[src/rtl/core/tzf_pkg.sv]
// Package: types, constants and the offset check for the timezone offset fixer.
`timescale 1ns / 1ps
package tzf_pkg;

   typedef logic signed [63:0] seconds_type;
   typedef logic signed [17:0] offset_type;
   typedef logic signed [18:0] guess_type;

   localparam int DAY_SECONDS      = 24 * 3600;
   localparam int QUARTER_SECONDS  = 3600 / 4;
   localparam int HALF_QUARTER     = QUARTER_SECONDS / 2;
   localparam int MATCH_TOLERANCE  = 30;
   localparam int HOUR_SECONDS     = 3600;
   localparam int OFFSET_MIN       = -12 * 3600;
   localparam int OFFSET_MAX       = 14 * 3600;
   localparam int ABS_WIDTH        = 17;
   localparam int QUOT_WIDTH       = 7;
   localparam int RECIP_SHIFT      = 27;
   localparam int RECIP_WIDTH      = 18;
   localparam int PROD_WIDTH       = ABS_WIDTH + RECIP_WIDTH - 1;
   localparam int RECIP_900        = ((2 ** RECIP_SHIFT) + QUARTER_SECONDS - 1) / QUARTER_SECONDS;
   localparam int ODD_COUNT        = 17;

   localparam guess_type ODD_OFFSETS [ODD_COUNT] = '{
      -19'sd34200, -19'sd16200, -19'sd12600, -19'sd9000, 19'sd12600, 19'sd16200,
      19'sd19800, 19'sd20700, 19'sd23400, 19'sd30600, 19'sd31500, 19'sd34200,
      19'sd35100, 19'sd37800, 19'sd41400, 19'sd45900, 19'sd49500
   };

   // whole hours inside the legal span, or one of the listed half/quarter hours
   function automatic logic offset_valid(input guess_type g);
      logic hit;
      hit = 1'b0;
      for (int k = OFFSET_MIN / HOUR_SECONDS; k <= OFFSET_MAX / HOUR_SECONDS; k++) begin
         if (g == guess_type'(k * HOUR_SECONDS)) hit = 1'b1;
      end
      for (int i = 0; i < ODD_COUNT; i++) begin
         if (g == ODD_OFFSETS[i]) hit = 1'b1;
      end
      return hit;
   endfunction

endpackage

[src/rtl/core/tzf_req_if.sv]
// Input channel: timestamp, recorded offset and current time.
`timescale 1ns / 1ps
interface tzf_req_if;
   import tzf_pkg::*;
   logic        valid;
   logic        ready;
   seconds_type stamp_seconds;
   offset_type  stamp_offset;
   seconds_type current_seconds;

   modport source (output valid, stamp_seconds, stamp_offset, current_seconds, input ready);
   modport sink (input valid, stamp_seconds, stamp_offset, current_seconds, output ready);
endinterface

[src/rtl/core/tzf_rsp_if.sv]
// Result channel: fixed timestamp, fixed offset and found flag.
`timescale 1ns / 1ps
interface tzf_rsp_if;
   import tzf_pkg::*;
   logic        valid;
   logic        ready;
   seconds_type fixed_seconds;
   offset_type  fixed_offset;
   logic        guess_found;

   modport source (output valid, fixed_seconds, fixed_offset, guess_found, input ready);
   modport sink (input valid, fixed_seconds, fixed_offset, guess_found, output ready);
endinterface

[src/rtl/core/timezone_offset_guess_and_fix.sv]
// Timezone offset guess and fix: three-register pipeline. It takes one item per cycle
// while the result channel does not hold it back; an accepted item passes through the
// input register, a register after the divide-by-900 reciprocal multiply and the
// result register before its result shows. Each register stage loads whenever the stage
// after it is empty or moving, so a result waiting on rsp_ch does not stop
// earlier empty stages from filling. No state carries from one item to the next.
`timescale 1ns / 1ps
module timezone_offset_guess_and_fix (
   input logic      clock,
   input logic      reset,
   tzf_req_if.sink  req_ch,
   tzf_rsp_if.source rsp_ch
);
   import tzf_pkg::*;

   // input stage
   logic        in_valid_ff, in_valid_in;
   seconds_type in_sec_ff, in_cur_ff;
   offset_type  in_off_ff;

   // mid stage
   logic                   mid_valid_ff, mid_valid_in;
   seconds_type            mid_sec_ff;
   offset_type             mid_off_ff;
   logic                   mid_in_day_ff;
   logic                   mid_neg_ff;
   logic [ABS_WIDTH-1:0]   mid_abs_ff;
   logic [PROD_WIDTH-1:0]  mid_prod_ff;

   // result stage
   logic        rsp_valid_ff, rsp_valid_in;
   seconds_type rsp_sec_ff, rsp_sec_in;
   offset_type  rsp_off_ff, rsp_off_in;
   logic        rsp_found_ff, rsp_found_in;

   logic in_load, mid_load, rsp_load;

   assign rsp_load = !rsp_valid_ff || rsp_ch.ready;
   assign mid_load = !mid_valid_ff || rsp_load;
   assign in_load  = !in_valid_ff || mid_load;

   assign req_ch.ready = in_load;

   assign in_valid_in  = in_load  ? req_ch.valid : in_valid_ff;
   assign mid_valid_in = mid_load ? in_valid_ff  : mid_valid_ff;
   assign rsp_valid_in = rsp_load ? mid_valid_ff : rsp_valid_ff;

   // difference, day window, magnitude and reciprocal product
   seconds_type           diff;
   logic                  in_day, neg;
   logic [ABS_WIDTH-1:0]  abs_diff, biased;
   logic [PROD_WIDTH-1:0] prod;

   always_comb begin
      diff     = in_cur_ff - in_sec_ff;
      in_day   = (diff > -seconds_type'(DAY_SECONDS)) && (diff < seconds_type'(DAY_SECONDS));
      neg      = diff[63];
      abs_diff = neg ? ABS_WIDTH'(~diff[ABS_WIDTH-1:0] + 1'b1) : diff[ABS_WIDTH-1:0];
      biased   = abs_diff + ABS_WIDTH'(HALF_QUARTER);
      prod     = PROD_WIDTH'(biased) * PROD_WIDTH'(RECIP_900);
   end

   // rounding check, guessed offset and shifted seconds
   logic [QUOT_WIDTH-1:0] quot;
   logic [ABS_WIDTH-1:0]  rounded_mag, dev_mag;
   logic                  dev_ok;
   guess_type             off_ext, rounded_ext, guess;
   logic signed [19:0]    delta;
   offset_type            implied;

   always_comb begin
      quot        = mid_prod_ff[RECIP_SHIFT +: QUOT_WIDTH];
      rounded_mag = ABS_WIDTH'(quot) * ABS_WIDTH'(QUARTER_SECONDS);
      dev_mag     = (mid_abs_ff >= rounded_mag) ? mid_abs_ff - rounded_mag
                                                : rounded_mag - mid_abs_ff;
      dev_ok      = dev_mag <= ABS_WIDTH'(MATCH_TOLERANCE);
      off_ext     = guess_type'(mid_off_ff);
      rounded_ext = signed'({2'b00, rounded_mag});
      guess       = mid_neg_ff ? off_ext + rounded_ext : off_ext - rounded_ext;
      implied     = (mid_off_ff == -18'sd1) ? '0 : mid_off_ff;
      delta       = 20'(guess) - 20'(implied);
      rsp_found_in = mid_in_day_ff && dev_ok && offset_valid(guess);
      if (rsp_found_in) begin
         rsp_sec_in = mid_sec_ff - seconds_type'(delta);
         rsp_off_in = guess[17:0];
      end else begin
         rsp_sec_in = mid_sec_ff;
         rsp_off_in = mid_off_ff;
      end
   end

   always_ff @(posedge clock) begin
      if (reset) begin
         in_valid_ff  <= 1'b0;
         mid_valid_ff <= 1'b0;
         rsp_valid_ff <= 1'b0;
      end else begin
         in_valid_ff  <= in_valid_in;
         mid_valid_ff <= mid_valid_in;
         rsp_valid_ff <= rsp_valid_in;
      end
   end

   always_ff @(posedge clock) begin
      if (in_load) begin
         in_sec_ff <= req_ch.stamp_seconds;
         in_off_ff <= req_ch.stamp_offset;
         in_cur_ff <= req_ch.current_seconds;
      end
      if (mid_load) begin
         mid_sec_ff    <= in_sec_ff;
         mid_off_ff    <= in_off_ff;
         mid_in_day_ff <= in_day;
         mid_neg_ff    <= neg;
         mid_abs_ff    <= abs_diff;
         mid_prod_ff   <= prod;
      end
      if (rsp_load) begin
         rsp_sec_ff   <= rsp_sec_in;
         rsp_off_ff   <= rsp_off_in;
         rsp_found_ff <= rsp_found_in;
      end
   end

   assign rsp_ch.valid         = rsp_valid_ff;
   assign rsp_ch.fixed_seconds = rsp_sec_ff;
   assign rsp_ch.fixed_offset  = rsp_off_ff;
   assign rsp_ch.guess_found   = rsp_found_ff;

   a_accept_fills_input: assert property (@(posedge clock) disable iff (reset)
      req_ch.valid && req_ch.ready |=> in_valid_ff)
      else $error("accepted item did not reach input stage");

   a_input_held: assert property (@(posedge clock) disable iff (reset)
      in_valid_ff && !mid_load |=> in_valid_ff && $stable(in_sec_ff))
      else $error("input stage item lost while mid stage blocked");

   a_day_magnitude: assert property (@(posedge clock) disable iff (reset)
      mid_valid_ff && mid_in_day_ff |-> mid_abs_ff < ABS_WIDTH'(DAY_SECONDS))
      else $error("in-day difference magnitude out of range");

   a_found_in_span: assert property (@(posedge clock) disable iff (reset)
      rsp_valid_ff && rsp_found_ff |->
         rsp_off_ff >= offset_type'(OFFSET_MIN) && rsp_off_ff <= offset_type'(OFFSET_MAX))
      else $error("guessed offset outside legal span");

endmodule

[src/flat_wrapper.sv]
// flat-port wrapper written by rule: the top's interface ports become plain ports
module timezone_offset_guess_and_fix_flat import tzf_pkg::*;
  (clock, reset, req_ch_valid, req_ch_stamp_seconds, req_ch_stamp_offset, req_ch_current_seconds, req_ch_ready, rsp_ch_valid, rsp_ch_fixed_seconds, rsp_ch_fixed_offset, rsp_ch_guess_found, rsp_ch_ready);
  tzf_req_if req_ch_i ();
  tzf_rsp_if rsp_ch_i ();
  input logic clock;
  input logic reset;
  input wire logic [$bits(req_ch_i.valid)-1:0] req_ch_valid;
  input wire logic [$bits(req_ch_i.stamp_seconds)-1:0] req_ch_stamp_seconds;
  input wire logic [$bits(req_ch_i.stamp_offset)-1:0] req_ch_stamp_offset;
  input wire logic [$bits(req_ch_i.current_seconds)-1:0] req_ch_current_seconds;
  output wire logic [$bits(req_ch_i.ready)-1:0] req_ch_ready;
  output wire logic [$bits(rsp_ch_i.valid)-1:0] rsp_ch_valid;
  output wire logic [$bits(rsp_ch_i.fixed_seconds)-1:0] rsp_ch_fixed_seconds;
  output wire logic [$bits(rsp_ch_i.fixed_offset)-1:0] rsp_ch_fixed_offset;
  output wire logic [$bits(rsp_ch_i.guess_found)-1:0] rsp_ch_guess_found;
  input wire logic [$bits(rsp_ch_i.ready)-1:0] rsp_ch_ready;
  assign req_ch_i.valid = req_ch_valid;
  assign req_ch_i.stamp_seconds = req_ch_stamp_seconds;
  assign req_ch_i.stamp_offset = req_ch_stamp_offset;
  assign req_ch_i.current_seconds = req_ch_current_seconds;
  assign req_ch_ready = req_ch_i.ready;
  assign rsp_ch_valid = rsp_ch_i.valid;
  assign rsp_ch_fixed_seconds = rsp_ch_i.fixed_seconds;
  assign rsp_ch_fixed_offset = rsp_ch_i.fixed_offset;
  assign rsp_ch_guess_found = rsp_ch_i.guess_found;
  assign rsp_ch_i.ready = rsp_ch_ready;
  timezone_offset_guess_and_fix u_core (.clock(clock), .reset(reset), .req_ch(req_ch_i), .rsp_ch(rsp_ch_i));
endmodule
[config.mk]
export PLATFORM = sky130hd
export DESIGN_NAME = timezone_offset_guess_and_fix_flat
export DESIGN_NICKNAME = d
export VERILOG_FILES = /design/src/rtl/core/tzf_pkg.sv /design/src/rtl/core/tzf_req_if.sv /design/src/rtl/core/tzf_rsp_if.sv /design/src/rtl/core/timezone_offset_guess_and_fix.sv /design/src/flat_wrapper.sv
export SDC_FILE = /design/constraint.sdc
export NUM_CORES = 1
export LEC_CHECK = 0
export BUFFER_PORTS_ARGS = -buffer_cell sky130_fd_sc_hd__clkbuf_2
export CELL_PAD_IN_SITES_DETAIL_PLACEMENT = 1
export CELL_PAD_IN_SITES_GLOBAL_PLACEMENT = 1
export CORE_UTILIZATION = 49
export DETAILED_ROUTE_END_ITERATION = 12
export PLACE_DENSITY = 0.86
export SLEW_MARGIN = 10
export SYNTH_ARGS = -nofsm -noshare
export SYNTH_HDL_FRONTEND = slang
export SYNTH_SLANG_ARGS = --single-unit
[constraint.sdc]
create_clock -name clock -period 12.1 [get_ports clock]
set_input_delay 0 -clock clock [delete_from_list [all_inputs] [get_ports clock]]
set_output_delay 0 -clock clock [all_outputs]
set_load 0.005 [all_outputs]
-- After elaboration in Yosys (flattened, before gate mapping)
Cells that the tools add are included.
Widths: inputs -> output; s select.
- register bits after elaboration: 367
- input bits: 150
- output and inout bits: 85
- logic and storage cells: 135
- add/sub/neg operators: 9
- multiply operators: 2
- $lt $le $gt $ge: 4
- equality and inequality tests: 44
- mux-type cells: 50
- bitwise gates (word level): 1
- reduce and logical (&&, ||, !) cells: 10
- operators by type and width (cell ; number):
    $eq 19x16->1 const B ; 15
    $eq 19x17->1 const B ; 15
    $eq 19x15->1 const B ; 9
    $gt 64x18->1 const B ; 1
    $lt 64x18->1 const B ; 1
    $mux 64 ; 1
    $sub 64x20->64 ; 1
    $sub 64x64->64 ; 1
    $mux 1 ; 44
    $eq 19x13->1 const B ; 2
    $eq 19x14->1 const B ; 2
    $mux 18 ; 2
    $mul 17x18->34 const B ; 1
    $mux 17 ; 2
    $sub 17x17->17 ; 2
    $sub 19x18->20 ; 1
    $add 18x18->19 ; 1
    $logic_not 19->1 ; 1
    $mux 19 ; 1
    $sub 18x18->19 ; 1
    $eq 18x1->1 const B ; 1
    $add 17x1->17 const B ; 1
    $add 17x9->17 const B ; 1
    $ge 17x17->1 ; 1
    6 further kinds ; 12

-- Depth between registers and ports, before layout
Gate-level depths: netlist of the first run.
- depth in word-level cells: 50
- gate-level depth with buffers: 44

-- Least setup slack after synthesis of the first run
OpenSTA, ideal clock, no wires.
- kind: register to register
- start point: register u_core.mid_prod_ff[28]
- end point: register u_core.rsp_sec_ff[63] (netlist: u_core.rsp_ch.fixed_seconds[63]), data pin
- library setup time: 0.259 ns
- arrival: 9.636 ns
- required time: 11.841 ns
- setup slack: 2.204 ns
- cell stages (with the launch flop): 37
- period minus slack after synthesis: 9.896 ns
- path through: edfxtp_1 inv_1 ha_1 ha_1 ha_1 ha_1 a211oi_1 nor2_1 xnor2_1 and3_1 nor2_1 xnor2_1 ha_1 clkbuf_1 or2_2 a21oi_1 a21oi_1 a21o_1 a21oi_1 o21ai_0 xnor2_1 inv_1 fa_1 ha_1 clkbuf_1 a21oi_1 o21ai_0 o41ai_1 nand4_1 or3b_2 a31oi_1 o21a_1 o31ai_1 a221o_1 xnor2_1 o2111ai_1 xnor2_1
- cells in the longest elaborated chain, start to end: 50
- elaborated cells on any way between the ends: 102
- RTL lines (element ; line ; text):
    from (decl) ; timezone_offset_guess_and_fix.sv:28 ; logic [PROD_WIDTH-1:0] mid_prod_ff;
    from (signal assigned) ; timezone_offset_guess_and_fix.sv:116 ; mid_prod_ff <= prod;
    $mul 7x8->15 * ; timezone_offset_guess_and_fix.sv:73 ; rounded_mag = ABS_WIDTH'(quot) * ABS_WIDTH'(QUARTER_SECONDS);
    $sub 18x18->19 / $add 18x18->19 (equally long branches) ; timezone_offset_guess_and_fix.sv:79 ; guess = mid_neg_ff ? off_ext + rounded_ext : off_ext - rounded_ext;
    $mux 19 ; timezone_offset_guess_and_fix.sv:79 ;
    $eq 19x17->1 ; tzf_pkg.sv:35 ; if (g == guess_type'(k * HOUR_SECONDS)) hit = 1'b1;
    $mux 1 (27 in a row) ; tzf_pkg.sv:35 ;
    $mux 1 (17 in a row) ; tzf_pkg.sv:38 ; if (g == ODD_OFFSETS[i]) hit = 1'b1;
    $logic_and 1x1->1 ; timezone_offset_guess_and_fix.sv:82 ; rsp_found_in = mid_in_day_ff && dev_ok && offset_valid(guess);
    $mux 64 * ; timezone_offset_guess_and_fix.sv:83 ; if (rsp_found_in) begin
    net u_core.rsp_sec_in[63] ; timezone_offset_guess_and_fix.sv:32 ; seconds_type rsp_sec_ff, rsp_sec_in;
    to (signal assigned) ; timezone_offset_guess_and_fix.sv:119 ; rsp_sec_ff <= rsp_sec_in;
    to (decl) ; timezone_offset_guess_and_fix.sv:32 ;
Mark *: on every way through the listed nets, which the timed path passes. The rest lies on a longest branch.
A chain may end at the register's enable or synchronous reset.

-- Worst setup path after layout of the first run
Ends and elaborated chain as after synthesis.

==> impl_metrics.yaml, run 1 <==
status:
  outcome: "completed"
synth:
  yosysWarningCount: 0
  ys_top_cells_by_area: "edfxtp_1 (32%), ha_1 (15%), fa_1 (8.8%)"
  synth_top_area_frac: 0.321
  synth.avg_cell_area_sq_um: 10.0
  async_flop_share: 0
  ys_types: 111
  ys_seq_area_frac: 0.323
  synthesis.area_sq_mm: 0.0315
  synth_edf_count: 337
  yosysTopAreaCell: "edfxtp_1"
  synthCells: 3145
  synth_nets: 3800
  ys_ff_latch: 340
  synth_flop_cell: "edfxtp_1"
  synthTopCellsByCount: "ha_1 (367), edfxtp_1 (337), inv_1 (313)"
  synth_most_common_cell: "ha_1"
clock_tree:
  root_buffer: "clkbuf_16"
  clk_path_buf_depth: 3
  clk_pin_slew_worst_paths_ns: 0.07
  cts_setup_buffers: 0
  htreeDepth: 2
  numCtsBuffers: 42
  clock_latency_ns: 0.62
  cts_sinks: 340
  cts_tree: "yes"
global_route:
  grt_usage: 0.357
  grt_pass1_vias: 30100
  grt_max_degree: 78
  antenna_found_initial: 6
  grt_overflow: 0
  grt_pass1_wl_mm: 181
layout:
  nets: 4150
  area_growth_pct: 15.0
  drive_gt1_frac: 0.129
  fill_cells: 7069
  fin_area_sq_mm: 0.0362
setup_path:
  cp-end-kind: "flip-flop"
  cp_slowest_cell: "clkinv_2"
  crit_required_ns: 12.43
  slowest_delay_ns: 0.61
  cp.arrival_ns: 11.82
  critPathLaunchType: "flip-flop"
  path_class: "reg -> reg"
  crit_fanout: 19
  crit_top_cell: "ha_1"
sta:
  grt_setup_unrepaired: "false"
  finalHoldViolCount: 0
  period_share: 0.950
  relSlewSlack: 0.166
  fmax_mhz: 87.0
  finalSetupTns_ns: 0
  worst_pin_slew_ns: 1.25
  skew_ns: 0.0480
  slew_violations: 0
  fin_crit_ns: 11.49
  setup-violations-final: 0
route:
  drc: 0
  detail_route.wl_per_cell_um: 27.0
  detail-route-antenna-nets: 0
  wl_mm: 118
  via_count: 28200
  drt_iter0_markers: 2626
  drt_first_pass_iters: 6
  avgViaCountPerCell: 6.46
floorplan:
  die_area_sq_mm: 0.0653
  die_h_um: 256
  boundaryPins: 235
  start_util: 0.498
  fp.dieW_um: 256
  core_area_sq_mm: 0.0633
  placementRows: 92
place:
  placed_area_sq_mm: 0.0334
  gp_congestion: 0.993
  hpwl_mm: 83.2
  io_buffers: 234
worst_hold_path:
  hold_class: "in -> reg"
job:
  drv_cap: 0
layout by cell type (no fill, tap or decap), types with 22 or more instances in the layout:
master,instances
a211oi_1,31
a21o_1,76
a21oi_1,212
a31oi_1,32
and2_1,38
and3_1,28
clkbuf_16,42
clkbuf_2,234
dlygate4sd3_1,149
edfxtp_1,337
fa_1,138
ha_1,367
inv_1,310
mux2_2,55
mux2_4,26
mux2i_1,23
nand2_1,200
nand3_1,68
nand4_1,67
nor2_1,194
nor2b_1,29
nor3_1,54
nor4_1,30
o211ai_1,28
o21a_1,33
o21ai_0,127
o21bai_1,22
or3_1,22
xnor2_1,132
xor2_1,64
flip-flops by register name, indices dropped and copies added, names as in the netlist:
name,count
u_core.rsp_ch.valid,1
u_core.in_off_ff,18
u_core.mid_valid_ff,1
u_core.mid_in_day_ff,1
u_core.rsp_ch.guess_found,1
u_core.mid_neg_ff,1
u_core.mid_sec_ff,64
u_core.mid_abs_ff,16
u_core.in_cur_ff,64
u_core.rsp_ch.fixed_offset,18
u_core.mid_off_ff,18
u_core.rsp_ch.fixed_seconds,64
u_core.mid_prod_ff,8
u_core.in_sec_ff,64
u_core.in_valid_ff,1
cell type report:
cell class / instances / area, sq um / share of cell area
tap: 846 / 1060 / 0.0292
multi-input combinational: 2389 / 19600 / 0.542
timing repair buffer: 405 / 2840 / 0.0784
inverter: 317 / 1200 / 0.0331
antenna: 1 / 2.50 / 0.0000690
clock buffer: 47 / 1070 / 0.0295
clock inverter: 25 / 263 / 0.00725
sequential: 340 / 10200 / 0.281
worst max-delay path: cells and delay by family (launching register included):
kind	cells	cell delay, ns
AOI/OAI and AO/OA	12	3.24
adders and majority gates	7	2.75
and+or+nand+nor	7	2.18
xor gates and xnor gates	4	1.37
buffers and inverters	3	1.20
DFF	1	0.48
metrics by stage:
| stage | utilization | setup WS (ns) | hold slack (ns) | instances |
|---|---|---|---|---|
| global placement | 0.528 | 1.24 | 0.178 | 4148 |
| finish | 0.572 | 0.606 | 0.0706 | 4370 |
| CTS | 0.572 | 0.781 | 0.0355 | 4369 |
| floorplan | - | 2.20 | 0.0724 | 3145 |
| global route | 0.572 | 0.162 | 0.105 | 4370 |
| detailed placement | 0.528 | 0.896 | 0.179 | 4148 |
metal layers:
layer  share of wire  GRT usage  vias to the layer above
met5         0.00036          0                        -
met4           0.063      0.198                        6
met3           0.082     0.0612                      441
met2            0.48      0.593                     1595
met1            0.38      0.440                    14000
li1                -          -                    12200
what timing repair did:
item / in CTS / in global routing
setup endpoints to repair: 0 / 1
hold endpoints to repair: 149 / 0
gates resized for setup: 0 / 1
hold buffers: 149 / 0
cell families after synthesis:
family	after synthesis	synth area share
multiplexers	105	0.0397
buffers and inverters	416	0.0545
XOR/XNOR	198	0.0553
flip-flops	340	0.323
adder cells (fa/ha/maj)	505	0.233
AND/OR/NAND/NOR	829	0.134
AO/OA/AOI/OAI	752	0.160
final timing paths:
check                              start                         endpoint  slack, ns  depth (start not counted)
setup / recovery  u_core.mid_prod_ff[28]  u_core.rsp_ch.fixed_seconds[63]       0.61                         33
hold / removal              rsp_ch_ready              u_core.mid_valid_ff       0.07                          5
setup reg to reg  u_core.mid_prod_ff[28]  u_core.rsp_ch.fixed_seconds[63]       0.61                         33
hold reg to reg     u_core.in_off_ff[14]            u_core.mid_off_ff[14]       0.40                          0
Power of run 1 is not shown: default switching activity piles up to over one toggle a cycle in this logic, so the estimate is an artifact.
==> run 2: changes to the inputs <==
- CORE_UTILIZATION: 49 -> 53
- PLACE_DENSITY: 0.86 -> 0.92
- clock period: 12.1 -> 14.3 ns (I/O delays scaled with it)
==> impl_metrics.yaml, run 2 (same netlist as run 1, synthesis figures left out) <==
global_route:
  grtUsageMet1: 0.489
  grt_max_degree: 75
  grt_pass1_wl_mm: 187
  met3_usage: 0.0766
  grt_pass1_vias: 30700
  top_usage_layer: "met2"
  grt_overflow: 0
  grt_usage: 0.408
  use_met2: 0.669
  antenna_found_initial: 4
layout:
  layout_commonest_cell: "ha_1"
  final_cell_mix: "ha_1 (367), edfxtp_1 (337), inv_1 (310)"
  stdcell_count: 4297
  fill_cells: 6451
  nets: 4145
  drive_gt1_frac: 0.126
  fin_area_sq_mm: 0.0360
  area_growth_pct: 14.4
clock_tree:
  cts_setup_buffers: 0
  cts_tree: "yes"
  root_buffer: "clkbuf_16"
  numCtsBuffers: 40
  clk_pin_slew_worst_paths_ns: 0.06
  clock_latency_ns: 0.61
  cts_sinks: 340
  htreeDepth: 2
  clk_path_buf_depth: 3
floorplan:
  start_util: 0.535
  boundaryPins: 235
  core_area_sq_mm: 0.0589
  die_area_sq_mm: 0.0604
  placementRows: 89
  die_h_um: 246
  fp.dieW_um: 246
sta:
  worst_slack_ns: 2.16
  fin_crit_ns: 12.14
  skew_ns: 0.0360
  setup-violations-final: 0
  finalSetupTns_ns: 0
  finalHoldViolCount: 0
  grt_setup_unrepaired: "false"
  slew_violations: 0
  relSlewSlack: 0.145
  fmax_mhz: 82.4
  worst_pin_slew_ns: 1.27
  period_share: 0.849
place:
  hpwl_mm: 87.5
  placed_area_sq_mm: 0.0333
  pre_cts_ws_ns: 2.59
  gp_congestion: 1.00
  dp_cells: 4072
  io_buffers: 234
setup_path:
  critPathLaunchType: "flip-flop"
  cp-end-kind: "flip-flop"
  slowest_delay_ns: 0.82
  crit_required_ns: 14.64
  cp.arrival_ns: 12.47
  crit_fanout: 43
  crit_top_cell: "ha_1"
  path_class: "reg -> reg"
  cp_slowest_cell: "o41ai_1"
  path_delay_family: "compound AO/OA/AOI/OAI gates"
  path_buf_inv: 3
worst_hold_path:
  hold_class: "in -> reg"
route:
  drt_iter0_markers: 2915
  avgViaCountPerCell: 6.71
  wl_mm: 124
  via_count: 28800
  detail-route-antenna-nets: 0
  detail_route.wl_per_cell_um: 28.9
  drc: 4
  drt_first_pass_iters: 9
status:
  outcome: "finished, violations left"
  violations: "DRC"
job:
  drv_cap: 0
-- run 2: final cells by class --
class | count | area, sq um | share of cell area
multi-input combinational | 2389 | 19600 | 0.544
sequential | 340 | 10200 | 0.282
timing repair buffer | 402 | 2810 | 0.0778
inverter | 317 | 1200 | 0.0332
clock buffer | 52 | 1050 | 0.0290
tap | 773 | 967 | 0.0268
clock inverter | 20 | 215 | 0.00597
antenna | 4 | 10.0 | 0.000278
-- run 2: worst paths after layout --
check                           startpoint                               to  slack (ns)  cells past startpoint
hold reg to reg        u_core.in_off_ff[6]             u_core.mid_off_ff[6]        0.43                      0
setup reg to reg    u_core.mid_prod_ff[28]  u_core.rsp_ch.fixed_seconds[63]        2.16                     35
hold / removal    req_ch_stamp_seconds[57]             u_core.in_sec_ff[57]        0.13                      2
setup / recovery    u_core.mid_prod_ff[28]  u_core.rsp_ch.fixed_seconds[63]        2.16                     35
-- run 2: layer usage --
metal  up-vias  routed length [um]
met5         -                  15
met2      1799               57700
li1      12200                   -
met4         2                9760
met1     14300               45800
met3       565               10800
-- run 2: what timing repair did --
item | 4_1_cts | 5_1_grt
hold buffers | 149 | 0
endpoints found under the hold margin | 149 | 0
resized for setup | 0 | 0
-- run 2: stage by stage --
| step | utilization | hold slack (ns) |
|---|---|---|
| floorplan | - | 0.0724 |
| global placement | 0.565 | 0.177 |
| detailed placement | 0.565 | 0.179 |
| CTS | 0.612 | 0.109 |
| global route | 0.612 | 0.132 |
| finish | 0.612 | 0.130 |
-- run 2: worst register-to-register path, delay by kind of cell (launching register included) --
kind                       cells  cell delay (ns)
and+or+nand+nor                6             1.94
AOI/OAI and AO/OA             14             4.08
buffers and inverters          3             1.14
DFF                            1             0.49
xor gates and xnor gates       5             1.44
adders and majority gates      7             2.80
Power of run 2 is left out for the same reason.
